`src/rtl/longest_increasing_subsequence_top_macros.svh`:
```
// Assertion helpers for the subsequence block.
`ifndef LONGEST_INCREASING_SUBSEQUENCE_TOP_MACROS_SVH
`define LONGEST_INCREASING_SUBSEQUENCE_TOP_MACROS_SVH

// Same-cycle implication, off during reset.
`define LIS_ASSERT_NOW(lbl, clk, rst_n, ante, cons, msg) \
    lbl: assert property (@(posedge clk) disable iff (!rst_n) (ante) |-> (cons)) \
        else $error(msg);

// Next-cycle implication, off during reset.
`define LIS_ASSERT_NEXT(lbl, clk, rst_n, ante, cons, msg) \
    lbl: assert property (@(posedge clk) disable iff (!rst_n) (ante) |=> (cons)) \
        else $error(msg);

`endif

```
`src/rtl/lis_pkg.sv`:
```
`timescale 1ns / 1ps

package lis_pkg;

    // Stream widths
    localparam int IN_TDATA_W  = 32;
    localparam int VAL_OUT_W   = 32;
    localparam int POS_W       = 6;
    localparam int LEN_W       = 7;
    localparam int PRED_W      = 7;

    // Result tdata layout, lowest bit first
    localparam int OUT_VAL_LSB = 0;
    localparam int OUT_POS_LSB = OUT_VAL_LSB + VAL_OUT_W;
    localparam int OUT_LEN_LSB = OUT_POS_LSB + POS_W;
    localparam int OUT_OVF_BIT = OUT_LEN_LSB + LEN_W;
    localparam int OUT_USED_W  = OUT_OVF_BIT + 1;
    localparam int OUT_TDATA_W = ((OUT_USED_W + 7) / 8) * 8;

    // Predecessor code for the first element of a run
    localparam logic [PRED_W-1:0] NO_PRED = 7'd127;

    // Controller to datapath commands
    typedef struct packed {
        logic load;         // take a new value, start search
        logic drop;         // item arrived at capacity
        logic step;         // one binary search step
        logic update;       // write tail, link and stored value
        logic trace_start;  // start traceback from longest run
        logic walk;         // one traceback step
        logic emit;         // load one result into output register
        logic clear;        // end of run, reset counters
    } t_cmd;

    // Datapath to controller status
    typedef struct packed {
        logic full;
        logic lo_lt_hi;
        logic is_final;
        logic best_zero;
        logic walk_last;
        logic emit_last;
        logic out_free;
    } t_status;

endpackage

```
`src/rtl/lis_ctrl.sv`:
```
`timescale 1ns / 1ps

module lis_ctrl (
    input  logic             i_clk,
    input  logic             i_rst_n,
    input  logic             i_in_valid,
    input  logic             i_in_last,
    input  lis_pkg::t_status i_status,
    output logic             o_in_ready,
    output lis_pkg::t_cmd    o_cmd
);

    typedef enum logic [6:0] {
        S_IDLE      = 7'b0000001,
        S_SEARCH    = 7'b0000010,
        S_TRACE     = 7'b0000100,
        S_WALK      = 7'b0001000,
        S_EMIT_PATH = 7'b0010000,
        S_EMIT_VAL  = 7'b0100000,
        S_EMIT_LOAD = 7'b1000000
    } t_state;

    t_state r_state;
    t_state n_state;

    assign o_in_ready = (r_state == S_IDLE);

    // Next state and commands
    always_comb begin
        n_state = r_state;
        o_cmd   = '0;
        case (r_state)
            S_IDLE: begin
                if (i_in_valid) begin
                    if (i_status.full) begin
                        o_cmd.drop = 1'b1;
                        n_state    = i_in_last ? S_TRACE : S_IDLE;
                    end else begin
                        o_cmd.load = 1'b1;
                        n_state    = S_SEARCH;
                    end
                end
            end
            S_SEARCH: begin
                if (i_status.lo_lt_hi) begin
                    o_cmd.step = 1'b1;
                end else begin
                    o_cmd.update = 1'b1;
                    n_state      = i_status.is_final ? S_TRACE : S_IDLE;
                end
            end
            S_TRACE: begin
                o_cmd.trace_start = 1'b1;
                if (i_status.best_zero) begin
                    o_cmd.clear = 1'b1;
                    n_state     = S_IDLE;
                end else begin
                    n_state = S_WALK;
                end
            end
            S_WALK: begin
                o_cmd.walk = 1'b1;
                if (i_status.walk_last) begin
                    n_state = S_EMIT_PATH;
                end
            end
            S_EMIT_PATH: begin
                n_state = S_EMIT_VAL;
            end
            S_EMIT_VAL: begin
                n_state = S_EMIT_LOAD;
            end
            S_EMIT_LOAD: begin
                if (i_status.out_free) begin
                    o_cmd.emit = 1'b1;
                    if (i_status.emit_last) begin
                        o_cmd.clear = 1'b1;
                        n_state     = S_IDLE;
                    end else begin
                        n_state = S_EMIT_PATH;
                    end
                end
            end
            default: begin
                n_state = S_IDLE;
            end
        endcase
    end

    // State register
    always_ff @(posedge i_clk) begin
        if (!i_rst_n) begin
            r_state <= S_IDLE;
        end else begin
            r_state <= n_state;
        end
    end

endmodule

```
`config.mk`:
```
export PLATFORM = sky130hd
export DESIGN_NAME = lis_ctrl
export DESIGN_NICKNAME = d
export VERILOG_FILES = /design/src/rtl/longest_increasing_subsequence_top_macros.svh /design/src/rtl/lis_pkg.sv /design/src/rtl/lis_ctrl.sv
export SDC_FILE = /design/constraint.sdc
export NUM_CORES = 1
export LEC_CHECK = 0
export ABC_AREA = 1
export BUFFER_PORTS_ARGS = -buffer_cell sky130_fd_sc_hd__buf_4
export CORE_MARGIN = 2
export CORE_UTILIZATION = 30
export CTS_BUF_LIST = sky130_fd_sc_hd__clkbuf_2 sky130_fd_sc_hd__clkbuf_4 sky130_fd_sc_hd__clkbuf_8
export CTS_CLUSTER_SIZE = 16
export DETAILED_ROUTE_END_ITERATION = 6
export HOLD_SLACK_MARGIN = 0.08
export PLACE_DENSITY_LB_ADDON = 0.05
export RECOVER_POWER = 50
export SLEW_MARGIN = 20
export SYNTH_ARGS = -nofsm -noshare
export SYNTH_HDL_FRONTEND = slang
export SYNTH_SLANG_ARGS = --single-unit
```
`constraint.sdc`:
```
create_clock -name i_clk -period 1 [get_ports i_clk]
set_input_delay 0.1 -clock i_clk [delete_from_list [all_inputs] [get_ports i_clk]]
set_output_delay 0.1 -clock i_clk [all_outputs]
set_load 0.01 [all_outputs]
```
### After elaboration in Yosys (flattened, before gate mapping)

Index checks and enable logic that the tools add are counted.

* flip-flop bits (word level): 7
* bits of input ports: 11
* output and inout bits: 9
* word-level logic and storage cells: 37

* eq/ne operators: 11
* multiplexer cells: 24
* reduce and logical (&&, ||, !) cells: 1

Operator list (number)
* 7-bit one-hot mux with 7 select lines: 1
* 7-bit 2-to-1 mux: 4
* 1-bit 2-to-1 mux: 9
* 3-bit 2-to-1 mux: 3
* 2-bit 2-to-1 mux: 4
* 2-bit inequality test, second input constant: 4
* 7-bit by 1-bit == test with 1-bit output, second input constant: 1
* 7-bit by 2-bit == test with 1-bit output, second input constant: 1
* 7-bit by 3-bit == test with 1-bit output, second input constant: 1
* 7-bit by 4-bit == test with 1-bit output, second input constant: 1
* 7-bit by 5-bit == test with 1-bit output, second input constant: 1
* 7-bit by 6-bit == test with 1-bit output, second input constant: 1
* 7-bit == test, second input constant: 1
* 5-bit 2-to-1 mux: 1
* 4-bit 2-to-1 mux: 1
* 4-bit AND reduction: 1
* 1-bit one-hot mux with 2 select lines: 1

### Longest topological paths before layout

Gate-level depths: netlist of run 1.

* word-level depth: 4
* mapped depth: 10
* gate-level depth less buffers: 10

### Worst setup path after synthesis of run 1

No wires, ideal clock.

* kind: register to register
* from: register r_state[3]
* to: register r_state[1]
* setup time: 0.113 ns
* data arrival time: 0.994 ns
* data required time: 0.887 ns
* slack: -0.107 ns
* cell stages (with the launch flop): 9
* buffers on the path: 0
* clock period less this slack: 1.107 ns
* cells stage by stage: dfxtp_1 > inv_2 > nand2_1 > nor2_2 > nand2_2 > nor2_4 > nor2_2 > nor2_1 > nor2_1

* longest elaborated chain between the ends: 3
* elaborated cells on any way between the ends: 13
* those cells by class: eq/ne: 11; mux: 1; reduce/logical: 1

RTL lines
* start, declared: RTL line lis_ctrl.sv:23 `t_state r_state;`
* start signal, assigned: RTL line lis_ctrl.sv:95 `r_state <= n_state;`
* 7-bit by 2-bit == test with 1-bit output, or another cell as far along: RTL line lis_ctrl.sv:32 `case (r_state)`
* 2-bit inequality test (no line)
* 4-bit AND reduction (no line)

Several ways; a longest one is shown, not always the timed one.
A chain may end at the register's enable or synchronous reset.

==> flow_metrics.py, run 1 <==
metrics = {
    "status": {
        "status": "finished with violations",
        "violations": "negative setup slack",
    },
    "power": {
        "ir_drop_mv": 1.06,
        "internal_power_mw": 1.07,
        "p_sw_share_pct": 44.4,
        "powerDensity_mw_per_mm2": 1870,
        "pwr-share-comb_pct": 65.9,
        "p_leak_nw": 0.558,
        "clock_power_share_pct": 14.5,
        "report.power.total_mw": 1.93,
        "pwr-share-seq_pct": 19.7,
        "p_switching_mw": 0.859,
    },
    "synth": {
        "synth_cells": 98,
        "synthTopCellsByArea": "dfxtp_1 24%, nand2_1 15%, nor2_1 10%",
        "seq_area_frac_synth_pct": 23.9,
        "synth_compound_area_share_pct": 4.69,
        "synth_common_cells": "23 x nand2_1, 16 x nor2_1, 13 x inv_1, 8 x nand3_1, 7 x dfxtp_1",
        "synth_xor_area_share_pct": 0,
        "synth_cell_types": 19,
        "avgSynthCellArea_sq_um": 5.99,
        "synth.most_common_cell": "nand2_1",
        "synth-edff-count": 0,
        "synth_top_family_by_area": "simple AND/OR/NAND/NOR gates",
        "synth-simple-area-share_pct": 57.6,
        "yosys_warnings": 0,
        "synth_top_area_cell": "dfxtp_1",
        "synthMuxAreaShare_pct": 0,
        "async_flop_share_pct": 0,
        "synth-adder-area-share_pct": 0,
        "syn_area_sq_um": 587,
        "synth_top_area_share_pct": 23.9,
        "synth-seq-cells": 7,
        "synth_top_flop_cell": "dfxtp_1",
        "syn_nets": 109,
    },
    "place": {
        "place_hpwl_um": 1240,
        "portBuffers": 19,
        "pre_cts_slack_ns": -0.260,
        "gp_congestion": 0.767,
    },
    "worst_setup_path": {
        "critPathMaxFanout": 8,
        "cp.required_ns": 0.90,
        "arrival_ns": 1.27,
        "start_kind": "register",
        "worstSetupPathType": "reg -> out",
        "end_kind": "primary output",
    },
    "hold_path": {
        "hp-class": "in -> reg",
    },
    "global_routing": {
        "grt_usage_pct": 15.4,
        "grt_start_max_net_pins": 9,
        "grt_pass1_wl_um": 2500,
        "antenna_found_initial": 0,
        "grt_pass1_vias": 622,
        "grt-ovfl-total": 0,
    },
    "layout": {
        "fin_nets": 147,
        "largest_register": "r_state",
        "area_growth_pct": 76.1,
        "largest_reg_flops": 7,
        "largest_registers": "r_state: 7 flops",
        "final_util_pct": 58.0,
        "nFillCells": 190,
        "drive_gt1_share_pct": 57.0,
        "diodes": 0,
    },
    "sta": {
        "hold_violations": 0,
        "skew_ns": 0.00503,
        "max_slew_margin_pct": 85.3,
        "rsz0062_at_grt": "true",
        "worst_slack_ns": -0.369,
        "fmax_ghz": 0.730,
        "slew_viol_final": 0,
        "worst_slew_pin_slew_ns": 0.219,
        "fin_setup_tns_ns": -4.68,
        "post-route-min-period_ns": 1.37,
        "setup_viol": 16,
        "finalCritPeriodShare_pct": 137,
    },
    "detailed_routing": {
        "postRouteAntennaNets": 0,
        "drc": 0,
        "drt-vias-per-instance": 4.41,
        "num_vias": 705,
        "wl_per_cell_um": 9.89,
        "routed_wl_um": 1580,
        "drt_pass1_iterations": 4,
        "drt_iter0_markers": 16,
    },
    "floorplanning": {
        "die_h_um": 48.2,
        "start_util_pct": 32.9,
        "num_rows": 15,
        "fp.dieW_um": 48.2,
        "coreArea_sq_mm": 0.00178,
        "dieArea_sq_mm": 0.00233,
        "ios": 20,
    },
    "clock_network": {
        "cts-buffers-inserted": 3,
        "cts_tree": "yes",
        "cts_root_buf": "clkbuf_4",
        "numClockSinks": 7,
        "htree_levels": 1,
        "clkTransAtPathRegs_ns": 0.05,
        "clock_path_buffers": 2,
        "clk_latency_ns": 0.25,
    },
    "job": {
        "maxCapViolations": 0,
    },
}
-- per-stage QoR --
step | area, sq um | hold WS, ns | instances
3_3_place_gp | 850 | 0.382 | 151
5_1_grt | 1030 | 0.128 | 160
3_5_place_dp | 850 | 0.383 | 151
4_1_cts | 1010 | 0.112 | 160
6_report | 1030 | 0.117 | 160
2_1_floorplan | 608 | 0.221 | 98
-- final timing paths --
path	from	to	slack (ns)	depth (start not counted)
worst min-delay path	i_rst_n	r_state[4]$_SDFFE_PN0P_	0.12	3
worst min register to register	r_state[1]$_SDFFE_PN0P_	r_state[1]$_SDFFE_PN0P_	0.50	2
worst max register to register	r_state[4]$_SDFFE_PN0P_	r_state[3]$_SDFFE_PN0P_	-0.31	9
worst max-delay path	r_state[4]$_SDFFE_PN0P_	o_cmd[2]	-0.37	7
-- cell families after synthesis --
| kind of cell | Yosys count |
|---|---|
| DFF | 7 |
| and+or+nand+nor | 65 |
| buffers and inverters | 21 |
| AOI/OAI and AO/OA | 5 |
-- power groups by stage --
stage / Clock (mW) / Sequential [mW] / Combinational (mW)
2_1_floorplan: 0 / 0.376 / 0.658
3_3_place_gp: 0 / 0.380 / 1.01
3_5_place_dp: 0 / 0.382 / 1.00
4_1_cts: 0.296 / 0.381 / 1.27
5_1_grt: 0.308 / 0.388 / 1.40
6_report: 0.280 / 0.380 / 1.27
-- layout make-up --
class	instances	area (sq um)	share of cell area [%]
Tap cell	25	31.3	3.03
Sequential cell	7	150	14.5
Inverter	21	88.8	8.60
Timing Repair Buffer	33	267	25.8
Multi-Input combinational cell	70	467	45.2
Clock buffer	4	30.0	2.91
-- timing repair --
item	4_1_cts	5_1_grt
setup endpoints to repair	15	16
hold buffers	0	0
setup buffers	5	0
pin swaps	5	4
resized for setup	24	7
-- placed cells by master (no fill, tap or decap), types with 2 or more instances in the layout --
cell type and count:
buf_4 28, nand2_1 20, inv_1 12, nor2_1 10
inv_2 7, nor2_4 6, nand3_1 6, nand2_4 5
nor2_2 5, nand3_2 5, buf_6 5, clkbuf_4 4
dfxtp_1 3, clkinv_4 2, nor3_2 2, o21ai_1 2
o21ai_0 2, dfxtp_2 2, dfxtp_4 2
-- layer usage --
metal / up-vias / GRT usage, % / part of all wire (%)
li1: 370 / - / -
met1: 324 / 19.5 / 42
met2: 11 / 26.6 / 53
met3: 0 / 5.56 / 4.3
met4: 0 / 0 / 0
met5: - / 0 / 0
-- critical path, cell delays in order, from the launching register on --
cell      delay, ns
dfxtp_4        0.36
clkinv_4       0.05
nand2_4        0.05
nor2_8         0.16
nand2_1        0.11
buf_4          0.14
inv_1          0.04
buf_4          0.10
No activity file was read; power rests on OpenSTA's default activity.
==> inputs of run 2 (changes only) <==
--- a/constraint.sdc
+++ b/constraint.sdc
@@ -3,2 +3,2 @@
 set_output_delay 0.1 -clock i_clk [all_outputs]
-set_load 0.01 [all_outputs]
+set_load 0.005 [all_outputs]
==> flow_metrics.py, run 2 (same netlist as run 1, synthesis figures left out) <==
metrics = {
    "status": {
        "status": "finished with violations",
        "violations": "negative setup slack",
    },
    "detailed_routing": {
        "drt_pass1_iterations": 4,
        "num_vias": 735,
        "postRouteAntennaNets": 0,
        "routed_wl_um": 1640,
        "drc": 0,
        "wl_per_cell_um": 10.1,
        "drt-vias-per-instance": 4.54,
        "drt_iter0_markers": 10,
    },
    "power": {
        "p_leak_nw": 0.565,
        "ir_drop_mv": 1.06,
        "pwr-share-seq_pct": 18.9,
        "powerDensity_mw_per_mm2": 1880,
        "p_switching_mw": 0.869,
        "pwr-share-comb_pct": 67.4,
        "clock_power_share_pct": 13.7,
        "p_sw_share_pct": 42.9,
        "internal_power_mw": 1.16,
    },
    "worst_setup_path": {
        "worstSetupPathType": "reg -> out",
        "cp.required_ns": 0.90,
        "start_kind": "register",
        "end_kind": "primary output",
        "r2r_cells": 8,
        "arrival_ns": 1.29,
        "critPathMaxFanout": 5,
    },
    "sta": {
        "fmax_ghz": 0.721,
        "rsz0062_at_grt": "true",
        "worst_slack_ns": -0.386,
        "finalCritPeriodShare_pct": 139,
        "post-route-min-period_ns": 1.39,
        "max_slew_margin_pct": 84.5,
        "setup_viol": 16,
        "worst_slew_pin_slew_ns": 0.231,
        "skew_ns": 0.000882,
        "slew_viol_final": 0,
        "hold_violations": 0,
    },
    "global_routing": {
        "antenna_found_initial": 0,
        "grt_usage_pct": 16.0,
        "grt_pass1_wl_um": 2560,
        "grt_start_max_net_pins": 7,
        "grt-ovfl-total": 0,
        "grt_pass1_vias": 635,
    },
    "layout": {
        "diodes": 0,
        "final_util_pct": 60.6,
        "final_cell_mix": "26 x buf_4, 19 x nand2_1, 12 x nor2_1",
        "fin_nets": 149,
        "drive_gt1_share_pct": 59.9,
        "area_growth_pct": 84.0,
        "largest_registers": "r_state: 7 flops",
        "largest_register": "r_state",
        "largest_reg_flops": 7,
        "final_common_cell": "buf_4",
    },
    "floorplanning": {
        "fp.dieW_um": 48.2,
        "num_rows": 15,
        "die_h_um": 48.2,
        "coreArea_sq_mm": 0.00178,
        "start_util_pct": 32.9,
        "dieArea_sq_mm": 0.00233,
        "ios": 20,
    },
    "clock_network": {
        "cts_root_buf": "clkbuf_4",
        "cts_tree": "yes",
        "clkTransAtPathRegs_ns": 0.05,
        "htree_levels": 1,
        "clock_path_buffers": 2,
        "clk_latency_ns": 0.24,
        "numClockSinks": 7,
        "cts-buffers-inserted": 3,
    },
    "job": {
        "maxCapViolations": 0,
    },
    "place": {
        "gp_congestion": 0.805,
        "place_hpwl_um": 1210,
        "pre_cts_slack_ns": -0.290,
        "portBuffers": 19,
    },
    "hold_path": {
        "min_path_cells": 3,
        "hp-class": "in -> reg",
    },
}
## run 2: power groups by stage
stage / clock network [mW] / registers [mW] / logic [mW]
finish: 0.278 / 0.383 / 1.37
global route: 0.311 / 0.395 / 1.48
CTS: 0.293 / 0.386 / 1.26
detailed placement: 0 / 0.384 / 0.958
global placement: 0 / 0.381 / 0.969
floorplan: 0 / 0.376 / 0.618
## run 2: stage by stage
step           TNS [ns]  std cells  hold WS [ns]  total power [mW]  instance area, sq um
2_1_floorplan    -0.357         98         0.221             0.995                   601
3_3_place_gp      -2.54        151         0.381              1.35                   842
3_5_place_dp      -2.50        151         0.377              1.34                   842
4_1_cts           -5.19        162         0.106              1.94                  1050
5_1_grt           -6.27        162         0.118              2.19                  1080
6_report          -4.97        162         0.122              2.03                  1080
## run 2: layer usage
metal / share of wire (%) / routed length (um) / track usage, %
met5: 0 / 0 / 0
met4: 0 / 0 / 1.62
met3: 3.2 / 52 / 5.56
met2: 54 / 883 / 27.1
met1: 43 / 708 / 20.1
## run 2: final timing paths
| kind | slack, ns | to | from |
|---|---|---|---|
| max | -0.39 | o_cmd[7] | r_state[6]$_SDFFE_PN0P_ |
| min | 0.12 | r_state[1]$_SDFFE_PN0P_ | i_rst_n |
| max reg2reg | -0.32 | r_state[2]$_SDFFE_PN0P_ | r_state[6]$_SDFFE_PN0P_ |
| min reg2reg | 0.50 | r_state[1]$_SDFFE_PN0P_ | r_state[1]$_SDFFE_PN0P_ |
## run 2: layout make-up
class	count	area, sq um
multi-input combinational	71	488
tap	25	31.3
inverter	21	91.3
sequential	7	154
fill	171	703
timing repair buffer	34	285
clock buffer	4	30.0
## run 2: critical path, cell delays in order (launching register included)
cell	delay, ns
dfxtp_4	0.35
clkinv_4	0.08
nand2_8	0.06
nor2_8	0.15
nand2_4	0.08
inv_4	0.07
nand2_2	0.05
nor2_1	0.08
buf_4	0.11
## run 2: timing repair
action                                  in CTS  in global routing
pin swaps                                   12                  9
buffers inserted                             6                  1
hold buffers                                 0                  0
cloned                                       1                  0
gates resized for setup                     34                 10
endpoints found under the hold margin        0                  0
endpoints found under the setup margin      15                 16
